==> src/hw/rtl/kfdp_pkg.sv <==
`timescale 1ns / 1ps
`default_nettype none
// ---------------------------------------------------------------------------
// Keyboard FIFO data port - shared definitions
// Opcodes, command and configuration structs, register indexes, ASCII codes.
// ---------------------------------------------------------------------------
package kfdp_pkg;

    typedef enum logic [1:0] {
        OP_PUSH = 2'd0,
        OP_TICK = 2'd1,
        OP_READ = 2'd2,
        OP_PRST = 2'd3
    } t_op;

    // classified item as held in the command queue
    typedef struct packed {
        t_op        op;
        logic [7:0] code;
    } t_cmd;

    typedef struct packed {
        logic force_upper;
        logic flag_invert;
        logic irq_enable;
    } t_cfg;

    localparam int unsigned CFG_IDX_W = 2;
    localparam int unsigned CFG_DATA_W = 1;

    localparam logic [CFG_IDX_W-1:0] CFG_FORCE_UPPER = 2'd0;
    localparam logic [CFG_IDX_W-1:0] CFG_FLAG_INVERT = 2'd1;
    localparam logic [CFG_IDX_W-1:0] CFG_IRQ_ENABLE  = 2'd2;

    localparam logic [7:0] ASCII_LOWER_A = 8'h61;
    localparam logic [7:0] ASCII_LOWER_Z = 8'h7a;
    localparam logic [7:0] CASE_OFFSET   = 8'd32;

endpackage
`default_nettype wire

==> src/hw/rtl/kfdp_front.sv <==
`timescale 1ns / 1ps
`default_nettype none
// ---------------------------------------------------------------------------
// Keyboard FIFO data port - front end
// Accepts items, classifies the opcode and holds them in a two-entry queue.
// ---------------------------------------------------------------------------
module kfdp_front (
    input  wire logic           i_clk,
    input  wire logic           i_rst_n,
    input  wire logic           i_valid,
    output logic                o_stall,
    input  wire logic [1:0]     i_opcode,
    input  wire logic [7:0]     i_key_code,
    output logic                o_cmd_valid,
    output kfdp_pkg::t_cmd      o_cmd,
    input  wire logic           i_cmd_pop
);

    kfdp_pkg::t_cmd r_q [2];
    logic           r_wr_idx;
    logic           r_rd_idx;
    logic [1:0]     r_count;
    logic [1:0]     n_count;
    logic           push;
    logic           pop;
    kfdp_pkg::t_cmd cmd_in;

    always_comb begin
        cmd_in.op   = kfdp_pkg::t_op'(i_opcode);
        // the code only matters to a push
        cmd_in.code = (cmd_in.op == kfdp_pkg::OP_PUSH) ? i_key_code : 8'd0;
    end

    assign o_stall     = (r_count == 2'd2);
    assign push        = i_valid && !o_stall;
    assign o_cmd_valid = (r_count != 2'd0);
    assign pop         = i_cmd_pop && o_cmd_valid;
    assign o_cmd       = r_q[r_rd_idx];

    always_comb begin
        n_count = r_count;
        if (push && !pop) begin
            n_count = r_count + 2'd1;
        end else if (pop && !push) begin
            n_count = r_count - 2'd1;
        end
    end

    always_ff @(posedge i_clk) begin
        if (!i_rst_n) begin
            r_wr_idx <= 1'b0;
            r_rd_idx <= 1'b0;
            r_count  <= 2'd0;
        end else begin
            r_count <= n_count;
            if (push) begin
                r_wr_idx <= !r_wr_idx;
            end
            if (pop) begin
                r_rd_idx <= !r_rd_idx;
            end
        end
    end

    always_ff @(posedge i_clk) begin
        if (push) begin
            r_q[r_wr_idx] <= cmd_in;
        end
    end

endmodule
`default_nettype wire

==> src/hw/rtl/kfdp_back.sv <==
`timescale 1ns / 1ps
`default_nettype none
// ---------------------------------------------------------------------------
// Keyboard FIFO data port - back end
// Executes commands: key ring store, pointers, latch, interrupt and output.
// ---------------------------------------------------------------------------
module kfdp_back #(
    parameter int unsigned FIFO_DEPTH = 256
) (
    input  wire logic           i_clk,
    input  wire logic           i_rst_n,
    input  kfdp_pkg::t_cfg      i_cfg,
    input  wire logic           i_cmd_valid,
    input  kfdp_pkg::t_cmd      i_cmd,
    output logic                o_cmd_pop,
    output logic                o_valid,
    input  wire logic           i_stall,
    output logic [7:0]          o_data_value,
    output logic                o_flag_line,
    output logic                o_irq_line,
    output logic                o_key_dropped
);

    localparam int unsigned PTR_W = $clog2(FIFO_DEPTH);
    localparam logic [PTR_W-1:0] PTR_LAST = PTR_W'(FIFO_DEPTH - 1);

    logic [7:0]       r_mem [FIFO_DEPTH];
    logic [PTR_W-1:0] r_rp, r_wp, n_rp, n_wp;
    logic             r_latch_empty, n_latch_empty;
    logic             r_irq, n_irq;
    logic [7:0]       r_latched_key;
    logic [7:0]       r_rd_data;

    logic             r_out_valid;
    logic             r_flag, r_drop, r_deliver, r_clear;

    logic             advance;
    logic [PTR_W-1:0] wp_next, rp_next;
    logic             fifo_full, fifo_empty;
    logic             do_write, deliver, clear, dropped;
    logic [7:0]       folded;

    assign wp_next    = (r_wp == PTR_LAST) ? '0 : r_wp + PTR_W'(1);
    assign rp_next    = (r_rp == PTR_LAST) ? '0 : r_rp + PTR_W'(1);
    assign fifo_full  = (wp_next == r_rp);
    assign fifo_empty = (r_rp == r_wp);

    assign advance   = i_cmd_valid && (!r_out_valid || !i_stall);
    assign o_cmd_pop = advance;

    always_comb begin
        n_rp          = r_rp;
        n_wp          = r_wp;
        n_latch_empty = r_latch_empty;
        n_irq         = r_irq;
        do_write      = 1'b0;
        deliver       = 1'b0;
        clear         = 1'b0;
        dropped       = 1'b0;
        case (i_cmd.op)
            kfdp_pkg::OP_PUSH: begin
                if (fifo_full) begin
                    dropped = 1'b1;
                end else begin
                    do_write = 1'b1;
                    n_wp     = wp_next;
                end
            end
            kfdp_pkg::OP_TICK: begin
                if (r_latch_empty && !fifo_empty) begin
                    deliver       = 1'b1;
                    n_rp          = rp_next;
                    n_latch_empty = 1'b0;
                    n_irq         = r_irq || i_cfg.irq_enable;
                end
            end
            kfdp_pkg::OP_READ: begin
                n_latch_empty = 1'b1;
                n_irq         = 1'b0;
            end
            kfdp_pkg::OP_PRST: begin
                n_latch_empty = 1'b1;
                clear         = 1'b1;
            end
            default: begin
                n_latch_empty = r_latch_empty;
            end
        endcase
    end

    // store write and registered read; a tick never reads the entry being written
    always_ff @(posedge i_clk) begin
        if (advance && do_write) begin
            r_mem[r_wp] <= i_cmd.code;
        end
        if (advance && deliver) begin
            r_rd_data <= r_mem[r_rp];
        end
    end

    always_ff @(posedge i_clk) begin
        if (!i_rst_n) begin
            r_rp          <= '0;
            r_wp          <= '0;
            r_latch_empty <= 1'b1;
            r_irq         <= 1'b0;
            r_out_valid   <= 1'b0;
            r_latched_key <= 8'd0;
        end else begin
            if (advance) begin
                r_rp          <= n_rp;
                r_wp          <= n_wp;
                r_latch_empty <= n_latch_empty;
                r_irq         <= n_irq;
                r_out_valid   <= 1'b1;
            end else if (!i_stall) begin
                r_out_valid   <= 1'b0;
            end
            // latch content is settled once its item leaves
            if (r_out_valid && !i_stall) begin
                r_latched_key <= o_data_value;
            end
        end
    end

    always_ff @(posedge i_clk) begin
        if (advance) begin
            r_flag    <= n_latch_empty ^ i_cfg.flag_invert;
            r_drop    <= dropped;
            r_deliver <= deliver;
            r_clear   <= clear;
        end
    end

    assign folded = (i_cfg.force_upper && r_rd_data >= kfdp_pkg::ASCII_LOWER_A
                     && r_rd_data <= kfdp_pkg::ASCII_LOWER_Z)
                    ? r_rd_data - kfdp_pkg::CASE_OFFSET : r_rd_data;

    assign o_valid       = r_out_valid;
    assign o_data_value  = r_deliver ? folded : (r_clear ? 8'd0 : r_latched_key);
    assign o_flag_line   = r_flag;
    assign o_irq_line    = r_irq;
    assign o_key_dropped = r_drop;

`ifndef SYNTH
    a_push_full_keeps_wp: assert property (@(posedge i_clk) disable iff (!i_rst_n)
        advance && dropped |=> $stable(r_wp))
        else $error("dropped push moved the write pointer");
    a_deliver_fills_latch: assert property (@(posedge i_clk) disable iff (!i_rst_n)
        r_out_valid && r_deliver |-> !r_latch_empty)
        else $error("delivered item left the latch empty");
    a_clear_empties_latch: assert property (@(posedge i_clk) disable iff (!i_rst_n)
        r_out_valid && r_clear |-> r_latch_empty && !r_deliver)
        else $error("port reset left the latch full");
    a_deliver_moves_rp: assert property (@(posedge i_clk) disable iff (!i_rst_n)
        advance && deliver |=> r_rp != $past(r_rp))
        else $error("delivery did not advance the read pointer");
`endif

endmodule
`default_nettype wire

==> src/hw/rtl/keyboard_fifo_data_port_unit.sv <==
`timescale 1ns / 1ps
`default_nettype none
// Pipeline: an accepted item passes the queue stage, then the execute stage
// with registered store read, before its result reaches the outputs.
// Throughput: one item per cycle while i_stall is low, set by the single store access per item.
// Reset: synchronous, active low; pointers zero, latch empty, interrupt low,
// configuration zero. The key store has no reset and needs no clearing pass.
// ---------------------------------------------------------------------------
// Keyboard FIFO data port - top level
// Key code ring store behind a processor data port with ready flag and
// interrupt. Front end queues classified items, back end executes them.
// ---------------------------------------------------------------------------
module keyboard_fifo_data_port_unit #(
    parameter int unsigned FIFO_DEPTH = 256
) (
    input  wire logic                              i_clk,
    input  wire logic                              i_rst_n,
    // configuration writes
    input  wire logic                              i_cfg_we,
    input  wire logic [kfdp_pkg::CFG_IDX_W-1:0]    i_cfg_index,
    input  wire logic [kfdp_pkg::CFG_DATA_W-1:0]   i_cfg_data,
    // input items
    input  wire logic                              i_valid,
    output logic                                   o_stall,
    input  wire logic [1:0]                        i_opcode,
    input  wire logic [7:0]                        i_key_code,
    // result items
    output logic                                   o_valid,
    input  wire logic                              i_stall,
    output logic [7:0]                             o_data_value,
    output logic                                   o_flag_line,
    output logic                                   o_irq_line,
    output logic                                   o_key_dropped
);

    // configuration registers; an index beyond the list is ignored
    kfdp_pkg::t_cfg r_cfg;

    always_ff @(posedge i_clk) begin
        if (!i_rst_n) begin
            r_cfg <= '0;
        end else if (i_cfg_we) begin
            case (i_cfg_index)
                kfdp_pkg::CFG_FORCE_UPPER: r_cfg.force_upper <= i_cfg_data[0];
                kfdp_pkg::CFG_FLAG_INVERT: r_cfg.flag_invert <= i_cfg_data[0];
                kfdp_pkg::CFG_IRQ_ENABLE:  r_cfg.irq_enable  <= i_cfg_data[0];
                default: begin
                    r_cfg <= r_cfg;
                end
            endcase
        end
    end

    // front to back command path
    logic           cmd_valid;
    kfdp_pkg::t_cmd cmd;
    logic           cmd_pop;

    // front end: takes an item whenever its queue has room
    kfdp_front u_front (
        .i_clk       (i_clk),
        .i_rst_n     (i_rst_n),
        .i_valid     (i_valid),
        .o_stall     (o_stall),
        .i_opcode    (i_opcode),
        .i_key_code  (i_key_code),
        .o_cmd_valid (cmd_valid),
        .o_cmd       (cmd),
        .i_cmd_pop   (cmd_pop)
    );

    // back end: runs one command per cycle while its output register is free
    kfdp_back #(
        .FIFO_DEPTH (FIFO_DEPTH)
    ) u_back (
        .i_clk         (i_clk),
        .i_rst_n       (i_rst_n),
        .i_cfg         (r_cfg),
        .i_cmd_valid   (cmd_valid),
        .i_cmd         (cmd),
        .o_cmd_pop     (cmd_pop),
        .o_valid       (o_valid),
        .i_stall       (i_stall),
        .o_data_value  (o_data_value),
        .o_flag_line   (o_flag_line),
        .o_irq_line    (o_irq_line),
        .o_key_dropped (o_key_dropped)
    );

endmodule
`default_nettype wire
==> config.mk <==
export PLATFORM = sky130hd
export DESIGN_NAME = keyboard_fifo_data_port_unit
export DESIGN_NICKNAME = d
export VERILOG_FILES = /design/src/hw/rtl/kfdp_pkg.sv /design/src/hw/rtl/kfdp_front.sv /design/src/hw/rtl/kfdp_back.sv /design/src/hw/rtl/keyboard_fifo_data_port_unit.sv
export SDC_FILE = /design/constraint.sdc
export NUM_CORES = 2
export LEC_CHECK = 0
export BUFFER_PORTS_ARGS = -buffer_cell sky130_fd_sc_hd__buf_4
export CAP_MARGIN = 20
export CORE_MARGIN = 4
export CORE_UTILIZATION = 40
export CTS_BUF_LIST = sky130_fd_sc_hd__clkbuf_2
export CTS_CLUSTER_DIAMETER = 200
export DETAILED_ROUTE_END_ITERATION = 8
export SYNTH_ARGS = -nofsm -noshare
export SYNTH_HDL_FRONTEND = slang
export SYNTH_SLANG_ARGS = --single-unit
==> constraint.sdc <==
create_clock -name i_clk -period 8.2 [get_ports i_clk]
set_clock_uncertainty 0.1 [all_clocks]
set_input_delay 0.82 -clock i_clk [delete_from_list [all_inputs] [get_ports i_clk]]
set_output_delay 0.82 -clock i_clk [all_outputs]
set_load 0.02 [all_outputs]
==> impl_metrics.json <==
{
  "reg2regPathDepth": 7,
  "async_flop_share": 0,
  "final_min_period_over_clock_period": 0.6080,
  "worst_ep_arrival_time_ns": 6.38,
  "synth_cells": 4137,
  "placement_rows": 167,
  "timing_limited_maximum_frequency_mhz": 200.6,
  "initialDrtViolationCount": 6097,
  "instances_no_fill": 7642,
  "p_int_mw": 16.21,
  "initial_core_util": 0.4015,
  "netSwitchingFraction": 0.2727,
  "synth.top_cells.by_count": "2,080 x edfxtp_1, 428 x mux4_2, 320 x nor2_1, 210 x mux2i_1, 113 x nand2_1",
  "synth.top_cell.area_share": 0.7519,
  "first_pass_iters": 5,
  "track_usage": 0.2159,
  "max_slew_violation_total_from_the_final_report": 0,
  "tritoncts": "yes",
  "detailedPlacementHpwl_mm": 135.3,
  "fin_setup_tns_ns": 0,
  "drc": 0,
  "grt_pass1_wl_mm": 335.1,
  "drive_above_1_share": 0.2866,
  "synthToLayoutAreaGrowth_pct": 9.925,
  "nets_finish": 4612,
  "place.gp.congestion": 0.8656,
  "grt_setup_unrepaired": "no",
  "routed_wirelength_mm": 236.1,
  "timing.max_cap.violations": 0,
  "required_ns": 9.60,
  "die-area_mm2": 0.2150,
  "ys.warnings.count": 0,
  "routedWlPerCell_um": 30.90,
  "timing.slew.headroom": 0.1632,
  "pwr-share-comb": 0.094,
  "floorplan.core_area_mm2": 0.2069,
  "cell_taking_the_most_area_after_synthesis": "edfxtp_1",
  "num_io_pins": 31,
  "synth_edf_count": 2080,
  "worstSetupEndpointType": "flip-flop",
  "netlist_area_pre_place_mm2": 0.08306,
  "post-synth-top-count-cell": "edfxtp_1",
  "holdCritPathClass": "in -> reg",
  "p_switching_mw": 6.079,
  "ir_worst_vdd_mv": 0.6704,
  "critPathMaxFanout": 86,
  "power.share.sequential": 0.589,
  "report.final.hold_viol_count": 0,
  "detailed_route_via_count": 45030,
  "maximum_number_of_pins_on_one_net_before_global_route_repair": 157,
  "die_y_um": 463.7,
  "setup_viol": 0,
  "status": "finished, final reports clean",
  "syn-num-nets": 4162,
  "ctsLongestPathBuffers": 4,
  "ys_top_cells_by_area": "edfxtp_1 75%, mux4_2 12%, mux2i_1 2.5%",
  "clock_tree.root_cell": "clkbuf_2",
  "static-leakage-power_nw": 28.26,
  "clock_sink_count": 2115,
  "grt-ovfl-total": 0,
  "cts-buffers-inserted": 548,
  "post_synth_num_cell_types": 78,
  "synth.ff_latch_count": 2115,
  "timing_worst_setup_path_type": "reg -> reg",
  "first_global_vias": 45100,
  "avgViaCountPerCell": 5.892,
  "tightest_slew_ns": 1.255,
  "htree_levels": 6,
  "die_w_um": 463.7,
  "port-buffer-count": 30,
  "antenna_found_initial": 7,
  "pwr_dens_mw_per_mm2": 244.1,
  "clock_network_latency_to_the_later_pin_of_the_worst_skew_pair_ns": 1.80,
  "startpoint_type": "flip-flop",
  "hold-worst-slack_ns": 0.3002,
  "finalWorstPathRequiredPeriod_ns": 4.985,
  "synth.yosys.seq_area_share": 0.7604,
  "cts_post_setup_buffers_inserted": 0,
  "avg_cell_area_syn_um2": 20.08,
  "drt.antenna.violating_nets": 0,
  "clkPwrFrac": 0.317,
  "post-place-cells": 6699,
  "synth_top_flop_cell": "edfxtp_1",
  "min_delay_path_depth": 3,
  "clkTransAtPathRegs_ns": 0.11
}
[power groups by stage]
| stage | logic (mW) | clock network (mW) | registers [mW] |
|---|---|---|---|
| after global placement | 2.08 | 0 | 13.4 |
| after global routing | 2.24 | 7.82 | 13.1 |
| after detailed placement | 2.13 | 0 | 13.4 |
| after floorplan | 0.996 | 0 | 13.4 |
| after CTS | 2.14 | 7.20 | 13.1 |
| final | 2.10 | 7.06 | 13.1 |
[per-stage QoR]
stage                     utilization  setup WS (ns)  total power [mW]  area, um2
final                          0.4414          3.215             22.29      91310
after floorplan                     -          4.616             14.43      83060
after global routing           0.4414          2.987             23.20      91310
after CTS                      0.4414          3.164             22.45      91300
after global placement         0.4165          3.199             15.45      86160
after detailed placement       0.4169          3.159             15.50      86250
[path summary, 6_finish.rpt]
check                                from                       to  slack (ns)
setup / recovery           u_back.r_rp[0]      u_back.r_rd_data[2]        3.21
hold / removal                i_opcode[1]        u_front.r_q[1][9]        0.30
setup reg to reg           u_back.r_rp[0]      u_back.r_rd_data[2]        3.21
hold reg to reg   u_back.r_latched_key[5]  u_back.r_latched_key[5]        0.37
[metal layers]
layer / wire length, um / part of all wire / global-route usage / up-vias
met2: 108000 / 0.46 / 0.3245 / 2761
li1: - / - / - / 18310
met1: 95980 / 0.41 / 0.3013 / 23540
met4: 7137 / 0.030 / 0.07499 / 4
met3: 24980 / 0.11 / 0.06430 / 418
met5: 48 / 0.00020 / 0 / -
[cells in the final DEF (no fill, tap or decap), types with 11 or more instances in the layout]
master	count
mux4_2	428
nor2b_1	13
inv_1	14
bufinv_16	11
o21ai_0	63
clkinv_1	100
a221oi_1	38
o211ai_1	13
and2_1	13
clkbuf_2	757
a22oi_1	65
a22o_1	14
a31oi_1	16
dlygate4sd3_1	42
nand2b_1	17
nand4_4	13
o22ai_1	34
clkinv_2	16
inv_2	15
mux2i_1	210
nor2_1	317
a21oi_1	77
edfxtp_1	2080
nand2_1	113
xor2_1	16
buf_4	100
nor3_1	16
mux2_2	21
dfxtp_1	29
a211oi_1	33
nand3_1	33
o221ai_1	28
[final cells by class]
type | instances | area [um2]
Antenna cell | 4 | 10.01
Clock buffer | 757 | 3789
Clock inverter | 140 | 840.8
Sequential cell | 2115 | 63180
Multi-Input combinational cell | 1747 | 18620
Timing Repair Buffer | 156 | 1418
Fill cell | 17910 | 115600
Inverter | 19 | 75.07
Tap cell | 2704 | 3383
[registers in the layout, summed over array words and instances, names as in the netlist, named ones only]
signal / count
u_back.r_wp: 8
u_back.o_flag_line: 1
u_back.r_rp: 8
u_back.r_deliver: 1
u_back.r_clear: 1
r_cfg: 3
u_back.o_valid: 1
u_front.r_q: 20
u_back.r_latch_empty: 1
u_front.r_count: 2
u_back.r_rd_data: 8
u_front.r_wr_idx: 1
u_back.o_irq_line: 1
u_back.r_mem: 2048
u_front.r_rd_idx: 1
u_back.o_key_dropped: 1
u_back.r_latched_key: 8
[cells by family after synthesis]
group | count (synthesis) | synth area share
and+or+nand+nor | 595 | 0.03422
adders and majority gates | 7 | 0.001054
xor gates and xnor gates | 27 | 0.003012
AOI/OAI and AO/OA | 451 | 0.03823
DFF | 2115 | 0.7604
muxes | 667 | 0.1453
buffers and inverters | 275 | 0.01782
[repair_timing]
| item | CTS | global route |
|---|---|---|
| hold buffers | 42 | 0 |
| hold endpoints to repair | 100 | 0 |
| resized for setup | 0 | 0 |
[worst max-delay path: stages, from the launching register on]
cell,delay [ns]
dfxtp_4,0.83
buf_4,0.71
buf_12,0.62
mux4_2,0.60
o211ai_1,0.29
nand3_1,0.29
a211oi_1,0.90
o32ai_1,0.21
Note: power is estimated with default switching activity, not from simulation.
